<file path="src/hdl/cps_pkg.sv">
package cps_pkg;

    localparam int CMAP_DEPTH = 16;
    localparam int AW = (CMAP_DEPTH > 1) ? $clog2(CMAP_DEPTH) : 1;
    localparam int NW = $clog2(CMAP_DEPTH + 1);
    localparam int QW = 16 + AW;
    localparam int RW = 26;
    localparam int ST_MEM = AW + 1;
    localparam int ST_NUM = AW + 2;
    localparam int ST_LAST = ST_NUM + 8;
    localparam int FIFO_DEPTH = 4;
    localparam int FIFO_PW = $clog2(FIFO_DEPTH);

    localparam logic [1:0] REG_MIN = 2'd0;
    localparam logic [1:0] REG_MAX = 2'd1;
    localparam logic [1:0] REG_OPACITY = 2'd2;
    localparam logic [1:0] REG_COUNT = 2'd3;

    typedef enum logic [2:0] {
        CL_WRITE,
        CL_ZERO,
        CL_BLACK,
        CL_FIRST,
        CL_LAST,
        CL_LERP
    } t_cls;

    typedef struct packed {
        logic [15:0] min_value;
        logic [15:0] max_value;
        logic [6:0]  opacity_percent;
        logic [4:0]  entry_count;
    } t_cfg;

    typedef struct packed {
        t_cls        cls;
        logic [15:0] v;
        logic [15:0] d;
        logic [NW-1:0] n;
        logic [3:0]  idx;
        logic [23:0] rgb;
    } t_fe;

    typedef struct packed {
        logic        valid;
        t_cls        cls;
        logic [NW-1:0] n;
        logic [15:0] d;
        logic [3:0]  idx;
        logic [23:0] rgb;
        logic [QW-1:0] rem;
        logic [AW-1:0] iq;
        logic [15:0] r;
        logic [23:0] c0;
        logic [2:0][RW-1:0] rem2;
        logic [2:0][7:0] res;
    } t_bk;

    function automatic logic [7:0] alpha_of(input logic [6:0] op);
        logic [14:0] x;
        logic [27:0] p;
        logic [8:0]  a;
        x = 15'(15'(op) * 15'd255) + 15'd50;
        p = 28'(x) * 28'd5243;
        a = p[27:19];
        return (a > 9'd255) ? 8'd255 : a[7:0];
    endfunction

endpackage

</file>
<file path="src/hdl/cps_fifo.sv">
module cps_fifo (
    input  logic          i_clk,
    input  logic          i_rst_n,
    input  logic          i_push,
    input  cps_pkg::t_fe  i_item,
    output logic          o_full,
    input  logic          i_pop,
    output logic          o_empty,
    output cps_pkg::t_fe  o_item
);
    import cps_pkg::*;

    t_fe r_mem [FIFO_DEPTH];
    logic [FIFO_PW-1:0] r_wr;
    logic [FIFO_PW-1:0] r_rd;
    logic [FIFO_PW:0]   r_cnt;
    logic w_push;
    logic w_pop;

    assign o_full  = (r_cnt == (FIFO_PW+1)'(FIFO_DEPTH));
    assign o_empty = (r_cnt == '0);
    assign w_push  = i_push && !o_full;
    assign w_pop   = i_pop && !o_empty;
    assign o_item  = r_mem[r_rd];

    always_ff @(posedge i_clk) begin
        if (!i_rst_n) begin
            r_wr  <= '0;
            r_rd  <= '0;
            r_cnt <= '0;
        end else begin
            if (w_push) begin
                r_wr <= r_wr + 1'b1;
            end
            if (w_pop) begin
                r_rd <= r_rd + 1'b1;
            end
            if (w_push && !w_pop) begin
                r_cnt <= r_cnt + 1'b1;
            end else if (w_pop && !w_push) begin
                r_cnt <= r_cnt - 1'b1;
            end
        end
    end

    always_ff @(posedge i_clk) begin
        if (w_push) begin
            r_mem[r_wr] <= i_item;
        end
    end

endmodule

</file>
<file path="config.mk">
export PLATFORM = sky130hd
export DESIGN_NAME = cps_fifo
export DESIGN_NICKNAME = d
export VERILOG_FILES = /design/src/hdl/cps_pkg.sv /design/src/hdl/cps_fifo.sv
export SDC_FILE = /design/constraint.sdc
export NUM_CORES = 1
export LEC_CHECK = 0
export BUFFER_PORTS_ARGS = -buffer_cell sky130_fd_sc_hd__buf_2
export CORE_ASPECT_RATIO = 2
export CORE_MARGIN = 2
export CORE_UTILIZATION = 30
export CTS_BUF_LIST = sky130_fd_sc_hd__clkbuf_8
export DETAILED_ROUTE_END_ITERATION = 8
export GPL_TIMING_DRIVEN = 0
export PLACE_DENSITY_LB_ADDON = 0.1
export SLEW_MARGIN = 20
export SYNTH_ARGS = -nofsm -noshare
export SYNTH_HDL_FRONTEND = slang
export SYNTH_SLANG_ARGS = --single-unit
</file>
<file path="constraint.sdc">
create_clock -name i_clk -period 6.2 [get_ports i_clk]
set_input_delay 0 -clock i_clk [delete_from_list [all_inputs] [get_ports i_clk]]
set_output_delay 0 -clock i_clk [all_outputs]
set_load 0.005 [all_outputs]
</file>
==> results of run 1 <==
==> sequential cells by signal, indices dropped and copies added, names as in the netlist, named ones only <==
name and flops:
r_mem 272, r_wr 2, r_rd 2, r_cnt 3
==> synthesized netlist by cell type (2+ instances only) <==
master / number
and2_1: 8
buf_12: 3
buf_2: 4
buf_4: 4
clkbuf_1: 6
dfxtp_1: 9
edfxtp_1: 272
ha_1: 5
inv_1: 3
mux2i_1: 3
mux4_2: 68
nand2_1: 4
nor2b_1: 2
xnor2_1: 3
==> stage by stage <==
step	instance area, µm²	setup WS, ns	cells
floorplan	10300	3.27	404
global placement	11600	1.57	985
detailed placement	11700	3.70	990
CTS	13100	3.69	1129
global route	13100	3.50	1131
finish	13100	3.69	1131
==> layer usage <==
metal	GRT usage [%]	up-vias
li1	-	2247
met1	12.4	2592
met2	25.4	120
met3	2.38	40
met4	5.04	0
met5	0	-
==> cell type report <==
cell class | instances | area share, %
antenna | 2 | 0.0383
sequential | 281 | 63.9
clock buffer | 41 | 4.32
timing repair buffer | 216 | 11.7
inverter | 3 | 0.0861
multi-input combinational | 102 | 13.9
buffer | 18 | 1.10
clock inverter | 27 | 0.823
tap | 441 | 4.22
==> power breakdown <==
part           leakage, nW  internal, mW  switching, mW  total, mW
Sequential            2.57          2.30         0.0516       2.36
Clock                0.409         0.611          0.654       1.27
Combinational         1.47         0.640          0.565       1.20
Total                 4.45          3.56           1.27       4.83
==> worst max-delay path, cell delays in order, from the launching register on <==
cell and delay (ns):
dfxtp_1 0.47, nor3b_1 0.11, nor2b_1 0.11, clkbuf_1 0.34, ha_1 0.26, inv_1 0.07, fa_1 0.38, xor2_1 0.18
or3_1 0.31, a21boi_0 0.20
==> worst paths after layout <==
| check | start | end | slack, ns | cells past startpoint |
|---|---|---|---|---|
| worst max-delay path | r_cnt[0]$_SDFFE_PN0P_ | r_cnt[2]$_SDFFE_PN0P_ | 3.69 | 9 |
| worst min-delay path | i_push | r_wr[1]$_SDFFE_PN0P_ | 0.08 | 4 |
| worst max register to register | r_cnt[0]$_SDFFE_PN0P_ | r_cnt[2]$_SDFFE_PN0P_ | 3.69 | 9 |
| worst min register to register | r_wr[0]$_SDFFE_PN0P_ | r_wr[0]$_SDFFE_PN0P_ | 0.52 | 2 |
==> kinds of logic (layout without fill, tap and decap cells) <==
group,Yosys count,count (layout),share of synthesized area (%)
and+or+nand+nor,17,17,0.935
muxes,71,71,15.1
AOI/OAI and AO/OA,4,4,0.279
buffers and inverters,21,305,1.51
other,0,2,0
DFF,281,281,81.0
xor gates and xnor gates,4,4,0.340
adders and majority gates,6,6,0.801
==> impl_metrics.yaml, run 1 <==
final_layout:
  ff_latch_area_mm2: 0.00835
  final_core_util_pct: 38.3
  area_growth_pct: 26.8
  final_common_cell: "edfxtp_1"
  multiInputGateArea_mm2: 0.00181
  nNetsFinal: 741
  drive_gt1_share_pct: 40.0
  layout_common_cells: "edfxtp_1 (272), buf_2 (144), dlygate4sd3_1 (71)"
  num-fill-cells: 3197
clock_tree:
  cts-resized-gates: 0
  htree_levels: 2
  path_clk_slew_ns: 0.07
  cts_root_buffer: "clkbuf_8"
  numCtsBuffers: 41
  tritoncts: "built"
  clk_latency_ns: 0.54
  clock_path_buffers: 3
  cts_setup_buffers: 0
  holdBufCountCts: 71
  clock-sinks: 281
setup_path:
  critPathMaxFanout: 7
  cp-start-kind: "flip-flop"
  cp.arrival_ns: 2.97
  worstSetupPathType: "flip-flop to flip-flop"
  endpoint_kind: "flip-flop"
  worstPathRequired_ns: 6.66
drt:
  dr.pass1.iters: 6
  top_layer_used: "met4"
  finalWirelength_um: 21900
  m1WireLength_um: 7500
  num_vias: 4999
  antenna_left: 0
  vias_per_cell: 4.42
  met3_length_um: 878
  drc_errors: 0
  wl_met2_um: 12900
  wire_per_inst_um: 19.4
  drtIter0Drc: 173
logic_synthesis:
  syn_nets: 482
  synth.ff_latch_count: 281
  synth.distinct_cells: 24
  synth_edf_count: 272
  yosysWarnings: 0
  netlist_area_mm2: 0.0103
  synth_seq_area_share_pct: 81.0
  syn_inst: 404
  ys.flop_type: "edfxtp_1"
  async_flop_share_pct: 0
  synth_top_area_cell: "edfxtp_1"
  synth.top_cell.area_share_pct: 79.2
  avgSynthCellArea_um2: 25.5
  ys_top_cells_by_area: "edfxtp_1 (79%), mux4_2 (15%), dfxtp_1 (1.7%), ha_1 (0.61%), buf_12 (0.58%)"
sta:
  holdWs_ns: 0.0808
  layout_min_cycle_time_ns: 2.51
  fin_crit_sh_pct: 40.4
  fin_setup_tns_ns: 0
  fmax_mhz: 399
  worst_slew_pin_slew_ns: 0.769
  rsz0062_at_grt: "false"
  relSlewSlack_pct: 48.8
  final_max_slew_viol_count: 0
  final-hold-violation-count: 0
  finalSetupViolations: 0
  finClkSkew_ns: 0.0199
floorplan:
  start_util_pct: 30.2
  num_io_pins: 142
  num_rows: 96
  die-area_mm2: 0.0359
  die_x_um: 135
  die_h_um: 266
  core_area_mm2: 0.0341
place:
  io_buffers: 140
  place_congestion: 0.634
  dp_hpwl_um: 13800
global_route:
  overflow: 0
  grt_pass1_vias: 5795
  grt_use_total_pct: 12.7
  grt_max_degree: 40
  antenna_found_initial: 2
  grt_pass1_wl_um: 33500
pwr:
  totalPowerFinal_mw: 4.83
  cellPowerDensity_mw_per_mm2: 369
  p_leak_nw: 4.45
  ir_worst_vdd_v: 0.000172
status:
  outcome: "complete, no violations"
worst_hold_path:
  min_path_type: "primary input to flip-flop"
flow_run:
  cap_violations: 0
No activity file was read; power rests on OpenSTA's default activity.
==> run 2: changes to the inputs <==
--- a/config.mk
+++ b/config.mk
@@ -5,6 +5,7 @@
 export SDC_FILE = /design/constraint.sdc
 export NUM_CORES = 1
 export LEC_CHECK = 0
+export ABC_AREA = 1
 export BUFFER_PORTS_ARGS = -buffer_cell sky130_fd_sc_hd__buf_2
 export CORE_ASPECT_RATIO = 2
 export CORE_MARGIN = 2
==> constraint.sdc (replaced) <==
create_clock -name i_clk -period 2 [get_ports i_clk]
set_input_delay 0 -clock i_clk [delete_from_list [all_inputs] [get_ports i_clk]]
set_output_delay 0 -clock i_clk [all_outputs]
set_load 0.005 [all_outputs]
==> run 2 against run 1 <==
  * Sequential cell count did not move
  * Synthesized cell count grew 80%
  * Area after synthesis up 2.3%
  * Hold slack improved by 0.12 ns
  * Register-to-register slack got worse by 3.5 ns
  * Count of clock-buffer cells in the layout up 5
  * Total power increased to 3.4 times the previous value
  * Global-route usage rose by 2.7 points
  * Die area up 2.3%
  * First-iteration DRC count is 46% higher
  * Largest cell class unchanged
  * Largest power group unchanged
==> impl_metrics.yaml, run 2 <==
global_route:
  grt_use_total_pct: 15.4
  grt_max_degree: 23
  grt_pass1_wl_um: 42300
  grt_pass1_vias: 7245
  antenna_found_initial: 2
  overflow: 0
final_layout:
  area_growth_pct: 31.6
  final_cell_area_mm2: 0.0139
  largestRegisters: "r_mem: 272 flops, r_cnt: 3 flops"
  drive_gt1_share_pct: 27.2
  top_register: "r_mem"
  largest_reg_flops: 272
  final_common_cell: "edfxtp_1"
  nNetsFinal: 1083
  num-fill-cells: 3324
  layout_common_cells: "edfxtp_1 (272), buf_2 (146), nor2_1 (145)"
place:
  dp_hpwl_um: 18200
  pre_cts_slack_ns: -0.107
  place_congestion: 0.702
  detailed_place.area_mm2: 0.0122
  io_buffers: 141
worst_hold_path:
  whs_endpoint: "r_mem[3][7]$_DFFE_PP_"
  min_path_type: "primary input to flip-flop"
  worstHoldPathCells: 2
  min-delay-start: "i_item[7]"
sta:
  final_max_slew_viol_count: 0
  fmax_mhz: 530
  finClkSkew_ns: 0.0218
  worst_slew_pin_slew_ns: 0.634
  layout_min_cycle_time_ns: 1.89
  postLayoutSetupSlackWorst_ns: 0.113
  holdWs_ns: 0.199
  fin_setup_tns_ns: 0
  rsz0062_at_grt: "true"
  fin_crit_sh_pct: 94.3
  relSlewSlack_pct: 57.6
  finalSetupViolations: 0
  final-hold-violation-count: 0
setup_path:
  max_stage_delay_ns: 0.32
  r2r_slack_ns: 0.20
  worstSetupPathType: "flip-flop to primary output"
  reg2reg_depth: 12
  cp-start-kind: "flip-flop"
  slowest_stage: "dfxtp_1"
  critPathMaxFanout: 10
  worstPathRequired_ns: 2.00
  reg2reg_from: "r_cnt[1]$_SDFFE_PN0P_"
  cp.arrival_ns: 1.89
  regToRegEndpoint: "r_cnt[2]$_SDFFE_PN0P_"
  path_cells: "buf_6 > inv_8 > clkbuf_4 > o21ai_0 > o22ai_1 > buf_2"
  endpoint_kind: "primary output"
drt:
  dr.pass1.iters: 4
  wire_per_inst_um: 18.9
  vias_per_cell: 4.58
  antenna_left: 0
  drc_errors: 0
  finalWirelength_um: 28000
  drtIter0Drc: 252
  num_vias: 6793
logic_synthesis:
  yosysMostFrequentCell: "edfxtp_1"
  synth.distinct_cells: 21
  avgSynthCellArea_um2: 14.5
  synth_commonest_cells: "edfxtp_1 (272), nor2_1 (150), o21ai_0 (132), o22ai_1 (68), inv_1 (16)"
  ys.flop_type: "edfxtp_1"
  synth_seq_area_share_pct: 79.1
  yosysWarnings: 0
  syn_nets: 805
  synth_edf_count: 272
  syn_inst: 727
  synth.ff_latch_count: 281
  synth.top_cell.area_share_pct: 77.4
  async_flop_share_pct: 0
  netlist_area_mm2: 0.0105
  ys_top_cells_by_area: "edfxtp_1 (77%), o21ai_0 (6.3%), nor2_1 (5.3%), o22ai_1 (4.0%), dfxtp_1 (1.7%)"
  synth_top_area_cell: "edfxtp_1"
clock_tree:
  clk_latency_ns: 0.55
  htree_levels: 2
  clock_path_buffers: 3
  clock-sinks: 281
  cts_root_buffer: "clkbuf_8"
  numCtsBuffers: 43
  path_clk_slew_ns: 0.07
  tritoncts: "built"
floorplan:
  die_h_um: 269
  die-area_mm2: 0.0368
  core_area_mm2: 0.0348
  num_io_pins: 142
  die_x_um: 137
  num_rows: 97
  start_util_pct: 30.3
status:
  outcome: "complete, no violations"
flow_run:
  cap_violations: 0
pwr:
  totalPowerFinal_mw: 16.3
  p_leak_nw: 5.03
  ir_worst_vdd_v: 0.000543
  cellPowerDensity_mw_per_mm2: 1170
## run 2: cell types whose count changed after synthesis, moves of 8 or more
cell | previous run | this run
o21ai_0 | 1 | 132
buf_6 | 1 | 9
clkbuf_2 | 0 | 9
nand2_1 | 4 | 15
inv_1 | 3 | 16
mux4_2 | 68 | 0
buf_2 | 4 | 12
nor2_1 | 0 | 150
and2_1 | 8 | 0
o22ai_1 | 0 | 68
## run 2: cells by family after synthesis
logic type / count (synthesis) / synth area share (%)
simple gates: 170 / 6.13
compound gates: 208 / 10.7
xor+xnor: 1 / 0.0831
fa+ha+maj: 6 / 0.783
flops: 281 / 79.1
buf+inv: 61 / 3.18
## run 2: how the worst max path moves through the flow
stage | to | slack, ns | start | depth (start not counted)
after floorplan | r_mem[0][0]$_DFFE_PP_ | -0.05 | r_cnt[0]$_SDFFE_PN0P_ | 4
after global placement | r_mem[0][27]$_DFFE_PP_ | -1.14 | r_cnt[0]$_SDFFE_PN0P_ | 4
after detailed placement | r_mem[0][27]$_DFFE_PP_ | -0.11 | r_cnt[0]$_SDFFE_PN0P_ | 6
after CTS | o_item[14] | -0.01 | flip-flop | 7
after global routing | r_cnt[2]$_SDFFE_PN0P_ | -0.0006 | r_cnt[0]$_SDFFE_PN0P_ | 12
final | o_item[66] | 0.11 | flip-flop | 6
## run 2: layout make-up
class | instances | area (µm²) | share of cell area, %
Antenna cell | 2 | 5.00 | 0.0360
Buffer | 43 | 333 | 2.40
Clock buffer | 46 | 633 | 4.56
Clock inverter | 30 | 175 | 1.26
Tap cell | 445 | 557 | 4.01
Multi-Input combinational cell | 385 | 1950 | 14.1
Timing Repair Buffer | 233 | 1790 | 12.9
Sequential cell | 281 | 8360 | 60.2
Inverter | 18 | 77.6 | 0.559
## run 2: stage by stage
stage	std cells	utilization, %
floorplan	727	-
global placement	1313	34.0
detailed placement	1327	35.0
global route	1483	39.9
finish	1483	39.9
CTS	1479	39.7
## run 2: timing repair
item	CTS	global route
endpoints found under the setup margin	83	27
pin swaps	3	1
resized for setup	32	19
hold buffers	71	0
hold endpoints to repair	282	0
gates cloned	0	0
setup buffers	5	2
## run 2: power breakdown
group,switching [mW],total (mW),internal [mW]
combinational,2.66,4.38,1.73
sequential,0.159,7.31,7.15
clock,2.18,4.55,2.38
## run 2: critical path: cells and delay by family, from the launching register on
kind                   cells  cell delay [ns]
AOI/OAI and AO/OA          2             0.34
buffers and inverters      4             0.66
DFF                        1             0.32
## run 2: per-layer routing
layer	global-route usage [%]	routed length (µm)	vias up	part of all wire, %
li1	-	-	3284	-
met1	16.9	10700	3299	38
met2	28.6	15200	156	54
met3	2.93	1230	54	4.4
met4	5.98	876	0	3.1
met5	0	0	-	0
==> run 3: changes to the inputs <==
--- a/config.mk
+++ b/config.mk
@@ -13,6 +13,7 @@
 export CTS_BUF_LIST = sky130_fd_sc_hd__clkbuf_8
 export DETAILED_ROUTE_END_ITERATION = 8
 export GPL_TIMING_DRIVEN = 0
+export MAX_ROUTING_LAYER = met4
 export PLACE_DENSITY_LB_ADDON = 0.1
 export SLEW_MARGIN = 20
 export SYNTH_ARGS = -nofsm -noshare
==> run 3 against run 2 <==
  * Total power up 0.16%
  * Clock power is essentially flat
  * Routed wire length increased by 0.39%
  * Fmax grew 0.46%
  * Critical path depth unchanged
  * Final cell count stayed put
  * Design area hardly changed
  * Hold slack lost 0.0016 ns
  * Non-clock buffer count unchanged
  * Global-route usage rose by 0.45 points
  * First-iteration DRC count down 3.6%
  * Sequential power about the same
==> impl_metrics.yaml, run 3 (synthesized netlist as in run 2, its figures left out) <==
floorplan:
  start_util_pct: 30.3
  die_h_um: 269
  core_area_mm2: 0.0348
  die-area_mm2: 0.0368
  num_io_pins: 142
  die_x_um: 137
  num_rows: 97
drt:
  finalWirelength_um: 28100
  wire_per_inst_um: 18.9
  dr.pass1.iters: 4
  drc_errors: 0
  drtIter0Drc: 243
  antenna_left: 0
  num_vias: 6820
  vias_per_cell: 4.60
pwr:
  combPwrFrac_pct: 27.0
  p_clk_share_pct: 28.1
  totalPowerFinal_mw: 16.3
  cellPowerDensity_mw_per_mm2: 1170
  p_int_mw: 11.3
  power_switching_mw: 5.01
  sw_frac_of_total_pct: 30.8
  pwr-share-seq_pct: 44.9
  p_leak_nw: 5.04
  ir_worst_vdd_v: 0.000540
sta:
  final-hold-violation-count: 0
  holdWs_ns: 0.198
  fmax_mhz: 532
  fin_crit_sh_pct: 93.9
  relSlewSlack_pct: 57.9
  layout_min_cycle_time_ns: 1.88
  finalSetupViolations: 0
  worst_slew_pin_slew_ns: 0.630
  finClkSkew_ns: 0.0214
  final_max_slew_viol_count: 0
final_layout:
  num-fill-cells: 3323
  ff_latch_area_mm2: 0.00836
  layout_common_cells: "edfxtp_1 (272), nor2_1 (145), buf_2 (145)"
  drive_gt1_share_pct: 27.3
  nNetsFinal: 1083
  final_common_cell: "edfxtp_1"
  final_cell_area_mm2: 0.0139
  top_register: "r_mem"
  largestRegisters: "r_mem: 272 flops, r_cnt: 3 flops"
  multiInputGateArea_mm2: 0.00196
  final_core_util_pct: 39.9
  largest_reg_flops: 272
  area_growth_pct: 31.7
setup_path:
  regToRegEndpoint: "r_cnt[1]$_SDFFE_PN0P_"
  worstSetupPathType: "flip-flop to primary output"
  cp-start-kind: "flip-flop"
  cp.arrival_ns: 1.88
  r2r_slack_ns: 0.20
  path_cells: "buf_6 > inv_8 > clkbuf_4 > o21ai_0 > o22ai_1 > buf_2"
  endpoint_kind: "primary output"
  reg2reg_depth: 9
  slowest_stage: "dfxtp_1"
  reg2reg_from: "r_cnt[1]$_SDFFE_PN0P_"
  worstPathRequired_ns: 2.00
  critPathMaxFanout: 10
  max_stage_delay_ns: 0.32
status:
  outcome: "complete, no violations"
place:
  place_congestion: 0.710
  io_buffers: 141
  detailed_place.area_mm2: 0.0122
  dp_hpwl_um: 18200
clock_tree:
  tritoncts: "built"
  htree_levels: 2
  numCtsBuffers: 43
  path_clk_slew_ns: 0.07
  clk_latency_ns: 0.55
  clock-sinks: 281
  clock_path_buffers: 3
  cts_root_buffer: "clkbuf_8"
flow_run:
  cap_violations: 0
global_route:
  grt_max_degree: 23
  overflow: 0
  grt_use_total_pct: 15.9
  antenna_found_initial: 2
  grt_pass1_wl_um: 42200
  grt_pass1_vias: 7246
worst_hold_path:
  worstHoldPathCells: 2
  whs_endpoint: "r_mem[3][7]$_DFFE_PP_"
  min_path_type: "primary input to flip-flop"
  min-delay-start: "i_item[7]"
## run 3: per-layer routing
layer	GRT usage (%)	wire length, µm	vias to the layer above
met4	5.98	877	0
met3	2.74	1080	56
met1	16.9	10900	3338
met2	28.6	15200	144
met5	-	0	-
li1	-	-	3282
## run 3: cell type report
cell class / count / share of cell area, %
sequential: 281 / 60.1
multi-input combinational: 385 / 14.1
timing repair buffer: 233 / 12.9
clock buffer: 46 / 4.56
tap: 445 / 4.01
buffer: 43 / 2.41
clock inverter: 30 / 1.26
inverter: 18 / 0.558
antenna: 2 / 0.0360
## run 3: worst max path at each step
stage | cells after the start | slack, ns | end
3_5_place_dp | 6 | -0.11 | r_mem[0][27]$_DFFE_PP_
4_1_cts | 7 | -0.01 | o_item[14]
6_report | 6 | 0.12 | o_item[66]
2_1_floorplan | 4 | -0.05 | r_mem[0][0]$_DFFE_PP_
5_1_grt | 12 | -0.0006 | r_cnt[2]$_SDFFE_PN0P_
3_3_place_gp | 4 | -1.14 | r_mem[0][27]$_DFFE_PP_
## run 3: power groups by stage
stage	clock network, mW	registers, mW	logic, mW
after CTS	4.71	7.31	4.50
after global routing	4.92	7.36	4.86
after detailed placement	0	7.43	4.22
final	4.57	7.31	4.40
after global placement	0	7.47	4.00
after floorplan	0	7.41	2.09
## run 3: timing repair
| action | in CTS | in global routing |
|---|---|---|
| buffers inserted | 5 | 2 |
| hold buffers | 71 | 0 |
| hold endpoints to repair | 282 | 0 |
| resized for setup | 32 | 21 |
| setup endpoints to repair | 83 | 26 |
| pin swaps | 3 | 1 |
## run 3: critical path: cells and delay by family, from the launching register on
| family | cells | cell delay, ns |
|---|---|---|
| buffers and inverters | 4 | 0.66 |
| flip-flops | 1 | 0.32 |
| AO/OA/AOI/OAI | 2 | 0.33 |
## run 3: per-stage QoR
step             TNS, ns  worst slack [ns]  instances
2_1_floorplan      -8.56           -0.0478        727
6_report               0             0.122       1483
4_1_cts          -0.0304           -0.0110       1479
3_5_place_dp       -1.64            -0.107       1327
3_3_place_gp     -288.62             -1.14       1313
5_1_grt        -0.000599         -0.000599       1483
