--- config.mk ---
export PLATFORM = sky130hd
export DESIGN_NAME = cps_front
export DESIGN_NICKNAME = d
export VERILOG_FILES = /design/src/hdl/cps_pkg.sv /design/src/hdl/cps_front.sv
export SDC_FILE = /design/constraint.sdc
export NUM_CORES = 1
export LEC_CHECK = 0
export BUFFER_PORTS_ARGS = -buffer_cell sky130_fd_sc_hd__clkbuf_2
export CAP_MARGIN = 10
export CORE_MARGIN = 2
export CORE_UTILIZATION = 50
export CTS_CLUSTER_SIZE = 30
export DETAILED_ROUTE_END_ITERATION = 10
export PLACE_DENSITY = 0.88
export SLEW_MARGIN = 20
export SYNTH_ARGS = -nofsm -noshare
export SYNTH_HDL_FRONTEND = slang
export SYNTH_SLANG_ARGS = --single-unit
--- constraint.sdc ---
create_clock -name i_clk -period 6.03 [get_ports i_clk]
set_clock_uncertainty 0.05 [all_clocks]
set_input_delay 1.206 -clock i_clk [delete_from_list [all_inputs] [get_ports i_clk]]
set_output_delay 1.206 -clock i_clk [all_outputs]
set_load 0.005 [all_outputs]
--- src/hdl/cps_pkg.sv ---
package cps_pkg;

    localparam int CMAP_DEPTH = 16;
    localparam int AW = (CMAP_DEPTH > 1) ? $clog2(CMAP_DEPTH) : 1;
    localparam int NW = $clog2(CMAP_DEPTH + 1);
    localparam int QW = 16 + AW;
    localparam int RW = 26;
    localparam int ST_MEM = AW + 1;
    localparam int ST_NUM = AW + 2;
    localparam int ST_LAST = ST_NUM + 8;
    localparam int FIFO_DEPTH = 4;
    localparam int FIFO_PW = $clog2(FIFO_DEPTH);

    localparam logic [1:0] REG_MIN = 2'd0;
    localparam logic [1:0] REG_MAX = 2'd1;
    localparam logic [1:0] REG_OPACITY = 2'd2;
    localparam logic [1:0] REG_COUNT = 2'd3;

    typedef enum logic [2:0] {
        CL_WRITE,
        CL_ZERO,
        CL_BLACK,
        CL_FIRST,
        CL_LAST,
        CL_LERP
    } t_cls;

    typedef struct packed {
        logic [15:0] min_value;
        logic [15:0] max_value;
        logic [6:0]  opacity_percent;
        logic [4:0]  entry_count;
    } t_cfg;

    typedef struct packed {
        t_cls        cls;
        logic [15:0] v;
        logic [15:0] d;
        logic [NW-1:0] n;
        logic [3:0]  idx;
        logic [23:0] rgb;
    } t_fe;

    typedef struct packed {
        logic        valid;
        t_cls        cls;
        logic [NW-1:0] n;
        logic [15:0] d;
        logic [3:0]  idx;
        logic [23:0] rgb;
        logic [QW-1:0] rem;
        logic [AW-1:0] iq;
        logic [15:0] r;
        logic [23:0] c0;
        logic [2:0][RW-1:0] rem2;
        logic [2:0][7:0] res;
    } t_bk;

    function automatic logic [7:0] alpha_of(input logic [6:0] op);
        logic [14:0] x;
        logic [27:0] p;
        logic [8:0]  a;
        x = 15'(15'(op) * 15'd255) + 15'd50;
        p = 28'(x) * 28'd5243;
        a = p[27:19];
        return (a > 9'd255) ? 8'd255 : a[7:0];
    endfunction

endpackage

--- src/hdl/cps_front.sv ---
module cps_front (
    input  logic             i_clk,
    input  logic             i_rst_n,
    input  cps_pkg::t_cfg    i_cfg,
    input  logic             i_push,
    output logic             o_full,
    input  logic             i_kind,
    input  logic [15:0]      i_value,
    input  logic [3:0]       i_entry_index,
    input  logic [23:0]      i_rgb,
    output logic             o_push,
    input  logic             i_q_full,
    output cps_pkg::t_fe     o_item
);
    import cps_pkg::*;

    logic r_valid;
    t_fe  r_item;
    t_fe  n_item;
    logic [NW-1:0] w_n;
    logic w_accept;

    assign o_push   = r_valid;
    assign o_full   = r_valid && i_q_full;
    assign w_accept = i_push && !o_full;
    assign o_item   = r_item;

    always_comb begin
        if (32'(i_cfg.entry_count) > CMAP_DEPTH) begin
            w_n = NW'(CMAP_DEPTH);
        end else begin
            w_n = NW'(i_cfg.entry_count);
        end
        n_item.v   = i_value - i_cfg.min_value;
        n_item.d   = i_cfg.max_value - i_cfg.min_value;
        n_item.n   = w_n;
        n_item.idx = i_entry_index;
        n_item.rgb = i_rgb;
        if (i_kind) begin
            n_item.cls = CL_WRITE;
        end else if (i_value == 16'hFFFF) begin
            n_item.cls = CL_ZERO;
        end else if (w_n == '0) begin
            n_item.cls = CL_BLACK;
        end else if (w_n == NW'(1) || i_cfg.max_value <= i_cfg.min_value
                     || i_value <= i_cfg.min_value) begin
            n_item.cls = CL_FIRST;
        end else if (i_value >= i_cfg.max_value) begin
            n_item.cls = CL_LAST;
        end else begin
            n_item.cls = CL_LERP;
        end
    end

    always_ff @(posedge i_clk) begin
        if (!i_rst_n) begin
            r_valid <= 1'b0;
        end else if (w_accept) begin
            r_valid <= 1'b1;
        end else if (!i_q_full) begin
            r_valid <= 1'b0;
        end
    end

    always_ff @(posedge i_clk) begin
        if (w_accept) begin
            r_item <= n_item;
        end
    end

endmodule

==> impl_metrics.py, run 1 <==
metrics = {
    "status": {
        "outcome": "complete, no violations",
    },
    "clocking": {
        "cts_root_buf": "clkbuf_8",
        "clk_pin_slew_ns": 0.08,
        "holdBufCountCts": 0,
        "clock_latency_ns": 0.34,
        "postCtsSetupBuffers": 0,
        "htree_levels": 3,
        "cts_tree": "done",
        "numCtsBuffers": 9,
        "numClockSinks": 69,
        "cts.repair.resized": 0,
        "clockBufferDepth": 2,
    },
    "worst_setup_path": {
        "critPathMaxStageDelay_ns": 0.41,
        "end_kind": "register",
        "worstPathCellList": "clkbuf_2 > inv_1 > ha_1 > fa_1 > nand2b_1 > a211oi_2 > o21ai_0 > a211o_1 > nand3_1 > o311ai_2",
        "critPathMaxFanout": 3,
        "crit_arrival_ns": 3.22,
        "criticalPathCategory": "in -> reg",
        "cp_slowest_cell": "fa_1",
        "reg2reg_setup_slack_ns": 4.32,
        "cp.required_ns": 6.06,
        "worst_setup_path_start_kind": "input pin",
    },
    "pwr": {
        "power_switching_mw": 0.382,
        "peakVddDrop_v": 0.000111,
        "pwr-share-comb_pct": 25.0,
        "intPower_mw": 0.926,
        "power_density_nw_per_um2": 239,
        "clkPwrFrac_pct": 29.3,
        "netSwitchingFraction_pct": 29.2,
        "seqPwrFrac_pct": 45.8,
        "power_leakage_nw": 2.61,
    },
    "global_routing": {
        "antenna_found_initial": 0,
        "grt_max_degree": 69,
        "overflow": 0,
        "grt_pass1_vias": 3630,
        "grt_pass1_wl_um": 17700,
        "track_usage_pct": 23.6,
    },
    "route": {
        "drt_wl_total_um": 11300,
        "avgViaCountPerCell": 5.64,
        "vias": 3784,
        "wl_per_cell_um": 16.8,
        "drt_pass1_iterations": 4,
        "drcViolationCount": 0,
        "drtIter0Drc": 256,
        "final_antenna_net_count": 0,
    },
    "logic_synthesis": {
        "synth_warnings": 0,
        "synth.largest_area_cell": "edfxtp_1",
        "synth_ff_type": "edfxtp_1",
        "synth_nets": 540,
        "seq_area_frac_synth_pct": 47.1,
        "async_flop_share_pct": 0,
        "syn_inst": 397,
        "yosys.area.top_type_share_pct": 46.6,
        "avgSynthCellArea_um2": 11.0,
        "synth_edf_count": 68,
        "synth_area_um2": 4380,
        "ys_types": 63,
        "synth-seq-cells": 69,
        "synth.area.top_cells": "edfxtp_1 47%, ha_1 14%, inv_1 3.9%",
    },
    "cells_and_area": {
        "nets": 701,
        "design_area_um2": 5470,
        "layout.cells.non_filler": 671,
        "antenna_cells": 0,
        "layout-drive-gt1-share_pct": 34.3,
        "layout_common_cells": "155 x clkbuf_2, 68 x edfxtp_1, 48 x ha_1, 46 x inv_1, 28 x nor2_1",
        "final_common_cell": "clkbuf_2",
        "areaGrowthSynthToFinish_pct": 24.8,
    },
    "place": {
        "place_congestion": 0.935,
        "dp.cells": 655,
        "port_buffers": 155,
        "placed_area_um2": 5260,
        "post-dp-hpwl_um": 9050,
        "post-place-ws_ns": 2.51,
    },
    "timing": {
        "finalSetupViolCount": 0,
        "setup_tns_ns": 0,
        "holdWs_ns": 0.642,
        "worst_pin_slew_ns": 0.831,
        "fin_crit_sh_pct": 53.0,
        "hold_viol": 0,
        "relSlewSlack_pct": 44.6,
        "rsz0062_at_grt": "no",
        "max_freq_mhz": 313,
        "fin_ws_ns": 2.84,
        "drv_slew": 0,
        "fin_crit_ns": 3.19,
    },
    "die": {
        "fp.dieW_um": 97.6,
        "core_area_um2": 8590,
        "placementRows": 34,
        "fp.dieArea_um2": 9530,
        "start_util_pct": 51.0,
        "ios": 163,
        "die_y_um": 97.6,
    },
    "min_path": {
        "min_path_type": "reg -> reg",
    },
    "job": {
        "drv_cap": 0,
    },
}
-- cells in the mapped netlist (4+ instances only) --
library cell	instances
inv_1	46
nand3_1	9
nor3_1	7
nand2b_1	5
o21a_1	5
nand2_1	21
a21oi_1	23
edfxtp_1	68
nor2b_1	8
ha_1	48
xor2_1	5
xnor2_1	15
nand4_1	10
o21ai_0	9
a21o_1	10
nor2_1	28
a31oi_1	4
a211oi_1	4
a211oi_2	4
-- flip-flops by register name, indices dropped and copies added, names as in the netlist --
signal  flops
o_item     68
o_push      1
-- power by group through the flow --
stage	Combinational [mW]	Sequential [mW]	Clock, mW
2_1_floorplan	0.193	0.616	0
3_3_place_gp	0.305	0.608	0
3_5_place_dp	0.321	0.610	0
4_1_cts	0.324	0.599	0.389
5_1_grt	0.360	0.603	0.407
6_report	0.327	0.599	0.383
-- critical path: cells and delay by family --
kind,cells,cell delay [ns]
AO/OA/AOI/OAI,4,0.92
buffers and inverters,2,0.14
adder cells (fa/ha/maj),2,0.63
AND/OR/NAND/NOR,2,0.32
-- logic make-up (layout without fill, tap and decap cells) --
logic type                 Yosys count  in the layout  synth area share, %
muxes                                4              4                 1.00
and+or+nand+nor                    108            108                 12.7
AOI/OAI and AO/OA                   94             94                 15.7
xor gates and xnor gates            20             20                 4.00
DFF                                 69             69                 47.1
adders and majority gates           50             50                 14.6
buffers and inverters               52            218                 4.91
-- cell type report --
type / instances / area [µm²]
fillers: 665 / 3130
multi-input cells: 276 / 2110
flip-flops and latches: 69 / 2060
repair buffers: 156 / 783
inverters: 46 / 173
well taps: 108 / 135
clock buffers: 9 / 124
clock inverters: 7 / 77.6
-- final timing paths --
check / from / to / depth (start not counted)
setup / recovery: i_cfg[12] / o_item[47]$_DFFE_PP_ / 10
hold / removal: o_push$_SDFFE_PN0P_ / o_push$_SDFFE_PN0P_ / 2
setup reg to reg: o_push$_SDFFE_PN0P_ / o_item[62]$_DFFE_PP_ / 3
hold reg to reg: o_push$_SDFFE_PN0P_ / o_push$_SDFFE_PN0P_ / 2
-- routing by layer --
layer	wire, µm	global-route usage, %
met5	0	0
met1	4440	29.8
met3	1030	4.75
met2	5680	41.3
met4	154	6.20
-- per-stage QoR --
step	util, %	power (mW)
after detailed placement	61.3	0.931
after global routing	63.6	1.37
after global placement	61.3	0.913
after CTS	63.6	1.31
after floorplan	-	0.809
final	63.6	1.31
(Power assumes the default switching activity.)
==> run 2, diff against run 1 <==
--- a/config.mk
+++ b/config.mk
@@ -5,6 +5,7 @@
 export SDC_FILE = /design/constraint.sdc
 export NUM_CORES = 1
 export LEC_CHECK = 0
+export ABC_AREA = 1
 export BUFFER_PORTS_ARGS = -buffer_cell sky130_fd_sc_hd__clkbuf_2
 export CAP_MARGIN = 10
 export CORE_MARGIN = 2
==> constraint.sdc (replaced) <==
create_clock -name i_clk -period 3 [get_ports i_clk]
set_clock_uncertainty 0.05 [all_clocks]
set_input_delay 0.6 -clock i_clk [delete_from_list [all_inputs] [get_ports i_clk]]
set_output_delay 0.6 -clock i_clk [all_outputs]
set_load 0.005 [all_outputs]
==> run 2 against run 1 <==
Register-to-register slack got worse by 2.8 ns. Highest routed layer unchanged. Combinational power rose by 99%. Routed wire length rose by 0.72%. Die area rose by 1.5%. Largest cell class is now sequential cells. Critical path type unchanged. Critical path depth rose by 4.
==> impl_metrics.py, run 2 <==
metrics = {
    "status": {
        "outcome": "complete, no violations",
    },
    "min_path": {
        "hp-start": "i_rgb[18]",
        "worstHoldEndpoint": "o_item[18]$_DFFE_PP_",
        "min_path_type": "in -> reg",
        "worstHoldPathCells": 1,
    },
    "cells_and_area": {
        "layout_common_cells": "155 x clkbuf_2, 108 x nand2_1, 90 x inv_1, 68 x edfxtp_1, 48 x ha_1",
        "areaGrowthSynthToFinish_pct": 25.9,
        "layout.cells.non_filler": 760,
        "layout-drive-gt1-share_pct": 31.1,
        "final_common_cell": "clkbuf_2",
        "fillers": 706,
        "postLayoutCoreUtil_pct": 64.5,
        "design_area_um2": 5600,
        "nets": 790,
        "largest_reg_flops": 68,
        "antenna_cells": 0,
    },
    "worst_setup_path": {
        "crit-reg2reg-launch": "o_push$_SDFFE_PN0P_",
        "cp.required_ns": 3.06,
        "r2r_cells": 4,
        "crit_arrival_ns": 2.40,
        "worst_setup_path_start_kind": "input pin",
        "end_kind": "register",
        "criticalPathCategory": "in -> reg",
        "critPathMaxFanout": 3,
        "reg2reg_to": "o_item[39]$_DFFE_PP_",
        "reg2reg_setup_slack_ns": 1.55,
    },
    "logic_synthesis": {
        "synth_warnings": 0,
        "synth.largest_area_cell": "edfxtp_1",
        "synth_commonest_cells": "108 x nand2_1, 90 x inv_1, 68 x edfxtp_1, 48 x ha_1, 28 x nor2_1",
        "synth.area.top_cells": "edfxtp_1 46%, ha_1 13%, nand2_1 9.1%",
        "avgSynthCellArea_um2": 9.27,
        "synth-seq-cells": 69,
        "ys_types": 33,
        "async_flop_share_pct": 0,
        "synth_area_um2": 4450,
        "synth_nets": 623,
        "synth_edf_count": 68,
        "yosysMostFrequentCell": "nand2_1",
        "synth_ff_type": "edfxtp_1",
        "seq_area_frac_synth_pct": 46.3,
        "yosys.area.top_type_share_pct": 45.9,
        "syn_inst": 480,
    },
    "clocking": {
        "clockBufferDepth": 2,
        "cts_tree": "done",
        "clock_latency_ns": 0.35,
        "cts.repair.resized": 0,
        "cts_root_buf": "clkbuf_8",
        "numClockSinks": 69,
        "holdBufCountCts": 0,
        "clk_pin_slew_ns": 0.08,
        "postCtsSetupBuffers": 0,
        "numCtsBuffers": 9,
        "htree_levels": 3,
    },
    "route": {
        "drt_pass1_iterations": 4,
        "final_antenna_net_count": 0,
        "wl_per_cell_um": 15.0,
        "vias": 3834,
        "drtIter0Drc": 289,
        "avgViaCountPerCell": 5.04,
        "drt_wl_total_um": 11400,
        "drcViolationCount": 0,
    },
    "pwr": {
        "power_leakage_nw": 2.95,
        "power_mw": 2.69,
        "power_density_nw_per_um2": 480,
        "peakVddDrop_v": 0.000235,
    },
    "timing": {
        "fin_crit_ns": 2.34,
        "setup_tns_ns": 0,
        "holdWs_ns": 0.372,
        "finalSetupViolCount": 0,
        "max_freq_mhz": 428,
        "relSlewSlack_pct": 65.8,
        "rsz0062_at_grt": "no",
        "fin_ws_ns": 0.664,
        "hold_viol": 0,
        "drv_slew": 0,
        "fin_crit_sh_pct": 77.9,
        "worst_pin_slew_ns": 0.512,
    },
    "die": {
        "fp.dieW_um": 98.3,
        "ios": 163,
        "placementRows": 34,
        "fp.dieArea_um2": 9670,
        "die_y_um": 98.3,
        "start_util_pct": 51.3,
        "core_area_um2": 8680,
    },
    "global_routing": {
        "track_usage_pct": 24.2,
        "antenna_found_initial": 0,
        "overflow": 0,
        "grt_pass1_wl_um": 18400,
        "grt_max_degree": 42,
        "grt_pass1_vias": 3957,
    },
    "place": {
        "post-place-ws_ns": 0.341,
        "place_congestion": 0.878,
        "post-dp-hpwl_um": 9390,
        "port_buffers": 155,
        "dp.cells": 744,
        "placed_area_um2": 5380,
    },
    "job": {
        "drv_cap": 0,
    },
}
[run 2: cell families (layout without fill, tap and decap cells)]
group | count (synthesis) | in the layout | synth area share, %
AOI/OAI and AO/OA | 56 | 56 | 8.04
xor gates and xnor gates | 22 | 22 | 4.33
adders and majority gates | 50 | 50 | 14.4
buffers and inverters | 98 | 270 | 8.27
DFF | 69 | 69 | 46.3
and+or+nand+nor | 185 | 185 | 18.6
[run 2: critical path, cell delays in order]
cell and delay (ns):
clkbuf_2 0.10, inv_1 0.06, ha_1 0.22, fa_1 0.41, nand3b_1 0.19, nand2_2 0.11, nand2_1 0.07, nand2_2 0.07
nand2_1 0.05, nand2_1 0.08, nand2_1 0.07, nor2_2 0.10, nand2_1 0.08, and3_1 0.19
[run 2: power breakdown]
part / switching [mW] / internal, mW
combinational: 0.383 / 0.266
clock: 0.364 / 0.475
sequential: 0.0233 / 1.18
total: 0.771 / 1.92
[run 2: worst max-delay path by stage]
stage / start / end / slack (ns) / cells after the start
after floorplan: i_q_full / o_item[0]$_DFFE_PP_ / 0.04 / 3
after global placement: i_cfg[12] / o_item[66]$_SDFFCE_PP0P_ / 0.38 / 14
after detailed placement: i_cfg[12] / o_item[66]$_SDFFCE_PP0P_ / 0.34 / 14
after CTS: i_cfg[12] / o_item[66]$_SDFFCE_PP0P_ / 0.66 / 14
after global routing: i_cfg[12] / o_item[66]$_SDFFCE_PP0P_ / 0.52 / 14
final: i_cfg[12] / o_item[66]$_SDFFCE_PP0P_ / 0.66 / 14
[run 2: final cells by class]
type / count / area [µm²] / share of cell area [%]
inverter: 97 / 364 / 6.50
clock buffer: 10 / 128 / 2.28
timing repair buffer: 157 / 791 / 14.1
sequential: 69 / 2060 / 36.8
tap: 108 / 135 / 2.41
multi-input combinational: 313 / 2030 / 36.2
clock inverter: 6 / 93.8 / 1.68
[run 2: per-layer routing]
| layer | GRT usage (%) | part of all wire, % | up-vias |
|---|---|---|---|
| met1 | 29.4 | 42 | 1722 |
| met4 | 9.91 | 3.4 | 0 |
| met3 | 5.37 | 7.6 | 27 |
| met5 | 0 | 0 | - |
| li1 | - | - | 1922 |
| met2 | 41.5 | 47 | 163 |
==> run 3, diff against run 2 <==
--- a/config.mk
+++ b/config.mk
@@ -5,7 +5,7 @@
 export SDC_FILE = /design/constraint.sdc
 export NUM_CORES = 1
 export LEC_CHECK = 0
-export ABC_AREA = 1
+export ABC_AREA = 0
 export BUFFER_PORTS_ARGS = -buffer_cell sky130_fd_sc_hd__clkbuf_2
 export CAP_MARGIN = 10
 export CORE_MARGIN = 2
==> constraint.sdc (replaced) <==
create_clock -name i_clk -period 2.2 [get_ports i_clk]
set_clock_uncertainty 0.05 [all_clocks]
set_input_delay 0.44 -clock i_clk [delete_from_list [all_inputs] [get_ports i_clk]]
set_output_delay 0.44 -clock i_clk [all_outputs]
set_load 0.005 [all_outputs]
==> run 3 against run 2 <==
Worst hold slack got worse by 0.15 ns. Utilization grew 8.6 points. Power increased by 47%. Design area increased by 12%. Sequential power is 37% higher. Cell count decreased by 0.79%. First-iteration DRC count rose by 1.4%. Global-route usage rose by 2.7 points. Die area shrank 1.5%. Register-to-register slack got worse by 0.74 ns. Critical path depth shrank 5. Critical endpoint is now o_item[67]$_SDFFCE_PP0P_. Largest cell class is now multi-input combinational cells.
==> impl_metrics.py, run 3 (synthesis results as in run 1) <==
metrics = {
    "pwr": {
        "peakVddDrop_v": 0.000323,
        "power_leakage_nw": 3.04,
        "power_density_nw_per_um2": 631,
        "power_mw": 3.96,
    },
    "cells_and_area": {
        "final_common_cell": "clkbuf_2",
        "largest_reg_flops": 68,
        "layout-drive-gt1-share_pct": 46.0,
        "antenna_cells": 0,
        "nets": 784,
        "areaGrowthSynthToFinish_pct": 43.4,
        "fillers": 588,
        "layout_common_cells": "152 x clkbuf_2, 83 x buf_4, 68 x edfxtp_1, 45 x ha_1, 44 x inv_1",
        "layout.cells.non_filler": 754,
        "postLayoutCoreUtil_pct": 73.1,
    },
    "clocking": {
        "clk_pin_slew_ns": 0.07,
        "holdBufCountCts": 0,
        "numCtsBuffers": 9,
        "cts_tree": "done",
        "cts_root_buf": "clkbuf_8",
        "clock_latency_ns": 0.34,
        "htree_levels": 3,
        "numClockSinks": 69,
        "clockBufferDepth": 2,
    },
    "timing": {
        "setup_tns_ns": 0,
        "drv_slew": 0,
        "fin_crit_sh_pct": 97.6,
        "relSlewSlack_pct": 66.0,
        "holdWs_ns": 0.219,
        "max_freq_mhz": 466,
        "fin_crit_ns": 2.15,
        "worst_pin_slew_ns": 0.497,
        "hold_viol": 0,
        "finalSetupViolCount": 0,
        "rsz0062_at_grt": "yes",
    },
    "route": {
        "highest-signal-layer": "met4",
        "wl_met1_um": 5140,
        "drt_wl_total_um": 12900,
        "wl_met2_um": 6260,
        "vias": 4161,
        "final_antenna_net_count": 0,
        "drcViolationCount": 0,
        "wl_met3_um": 978,
        "drtIter0Drc": 293,
        "avgViaCountPerCell": 5.52,
        "wl_per_cell_um": 17.1,
        "drt_pass1_iterations": 5,
    },
    "die": {
        "ios": 163,
        "die_y_um": 97.6,
        "fp.dieArea_um2": 9530,
        "start_util_pct": 51.0,
        "fp.dieW_um": 97.6,
        "placementRows": 34,
        "core_area_um2": 8590,
    },
    "global_routing": {
        "grt_max_degree": 69,
        "grt_pass1_wl_um": 20300,
        "overflow": 0,
        "antenna_found_initial": 0,
        "grt_pass1_vias": 4338,
        "track_usage_pct": 26.9,
    },
    "worst_setup_path": {
        "worst_setup_path_start_kind": "input pin",
        "critPathMaxFanout": 4,
        "cp.required_ns": 2.24,
        "criticalPathCategory": "in -> reg",
        "crit_arrival_ns": 2.19,
        "end_kind": "register",
    },
    "place": {
        "place_congestion": 0.936,
        "dp.cells": 735,
        "port_buffers": 155,
        "post-dp-hpwl_um": 9670,
    },
    "status": {
        "outcome": "complete, no violations",
    },
    "min_path": {
        "min_path_type": "in -> reg",
    },
    "job": {
        "drv_cap": 0,
    },
}
==> run 3: changes by cell type in the layout (fill, tap and decap cells not counted), sizes merged, moves of 6 or more <==
cell	change
xnor2	+7
inv	-53
nand2	-92
a21o	+9
nor2b	+8
nand3	-7
nor2	-6
buf	+84
a21oi	-7
xor2	-9
==> run 3: layer usage <==
layer	vias up	track usage, %
met5	-	0
met4	0	13.9
met3	46	6.83
met2	221	46.2
met1	1929	30.9
li1	1965	-
==> run 3: final timing paths <==
path	startpoint	endpoint	slack (ns)	cells past startpoint
setup / recovery	i_cfg[31]	o_item[67]$_SDFFCE_PP0P_	0.05	9
hold / removal	i_rgb[18]	o_item[18]$_DFFE_PP_	0.22	1
setup reg to reg	o_push$_SDFFE_PN0P_	o_item[7]$_DFFE_PP_	0.81	3
hold reg to reg	o_push$_SDFFE_PN0P_	o_push$_SDFFE_PN0P_	0.68	2
==> run 3: metrics by stage <==
| stage | cell area (µm²) | worst slack (ns) |
|---|---|---|
| floorplan | 4440 | -0.0949 |
| global placement | 5930 | -0.379 |
| detailed placement | 5930 | -0.452 |
| CTS | 6160 | 0.00190 |
| global route | 6280 | -0.0400 |
| finish | 6280 | 0.0531 |
==> run 3: final cells by class <==
type	count	area, µm²	area share, %
tap	108	135	2.15
inverter	46	180	2.87
multi-input combinational	276	2250	35.8
sequential	69	2060	32.8
clock buffer	12	145	2.31
timing repair buffer	239	1440	22.9
clock inverter	4	72.6	1.16
==> run 3: what timing repair did <==
item                       in CTS  in global routing
setup endpoints to repair       1                  9
setup buffers                   0                  3
pin swaps                       2                 13
gates resized for setup         1                 29
==> run 3: report_power, final <==
part           total, mW  switching (mW)  internal (mW)
clock network       1.18           0.514          0.669
registers           1.64          0.0339           1.61
logic               1.14           0.579          0.559
total               3.96            1.13           2.83
==> run 3: worst max-delay path: stages <==
cell and delay (ns):
clkbuf_2 0.08, inv_1 0.06, ha_1 0.34, nor2_1 0.29, a211oi_4 0.07, nor3_2 0.29
o21ai_2 0.13, o211a_1 0.29, and3b_1 0.19
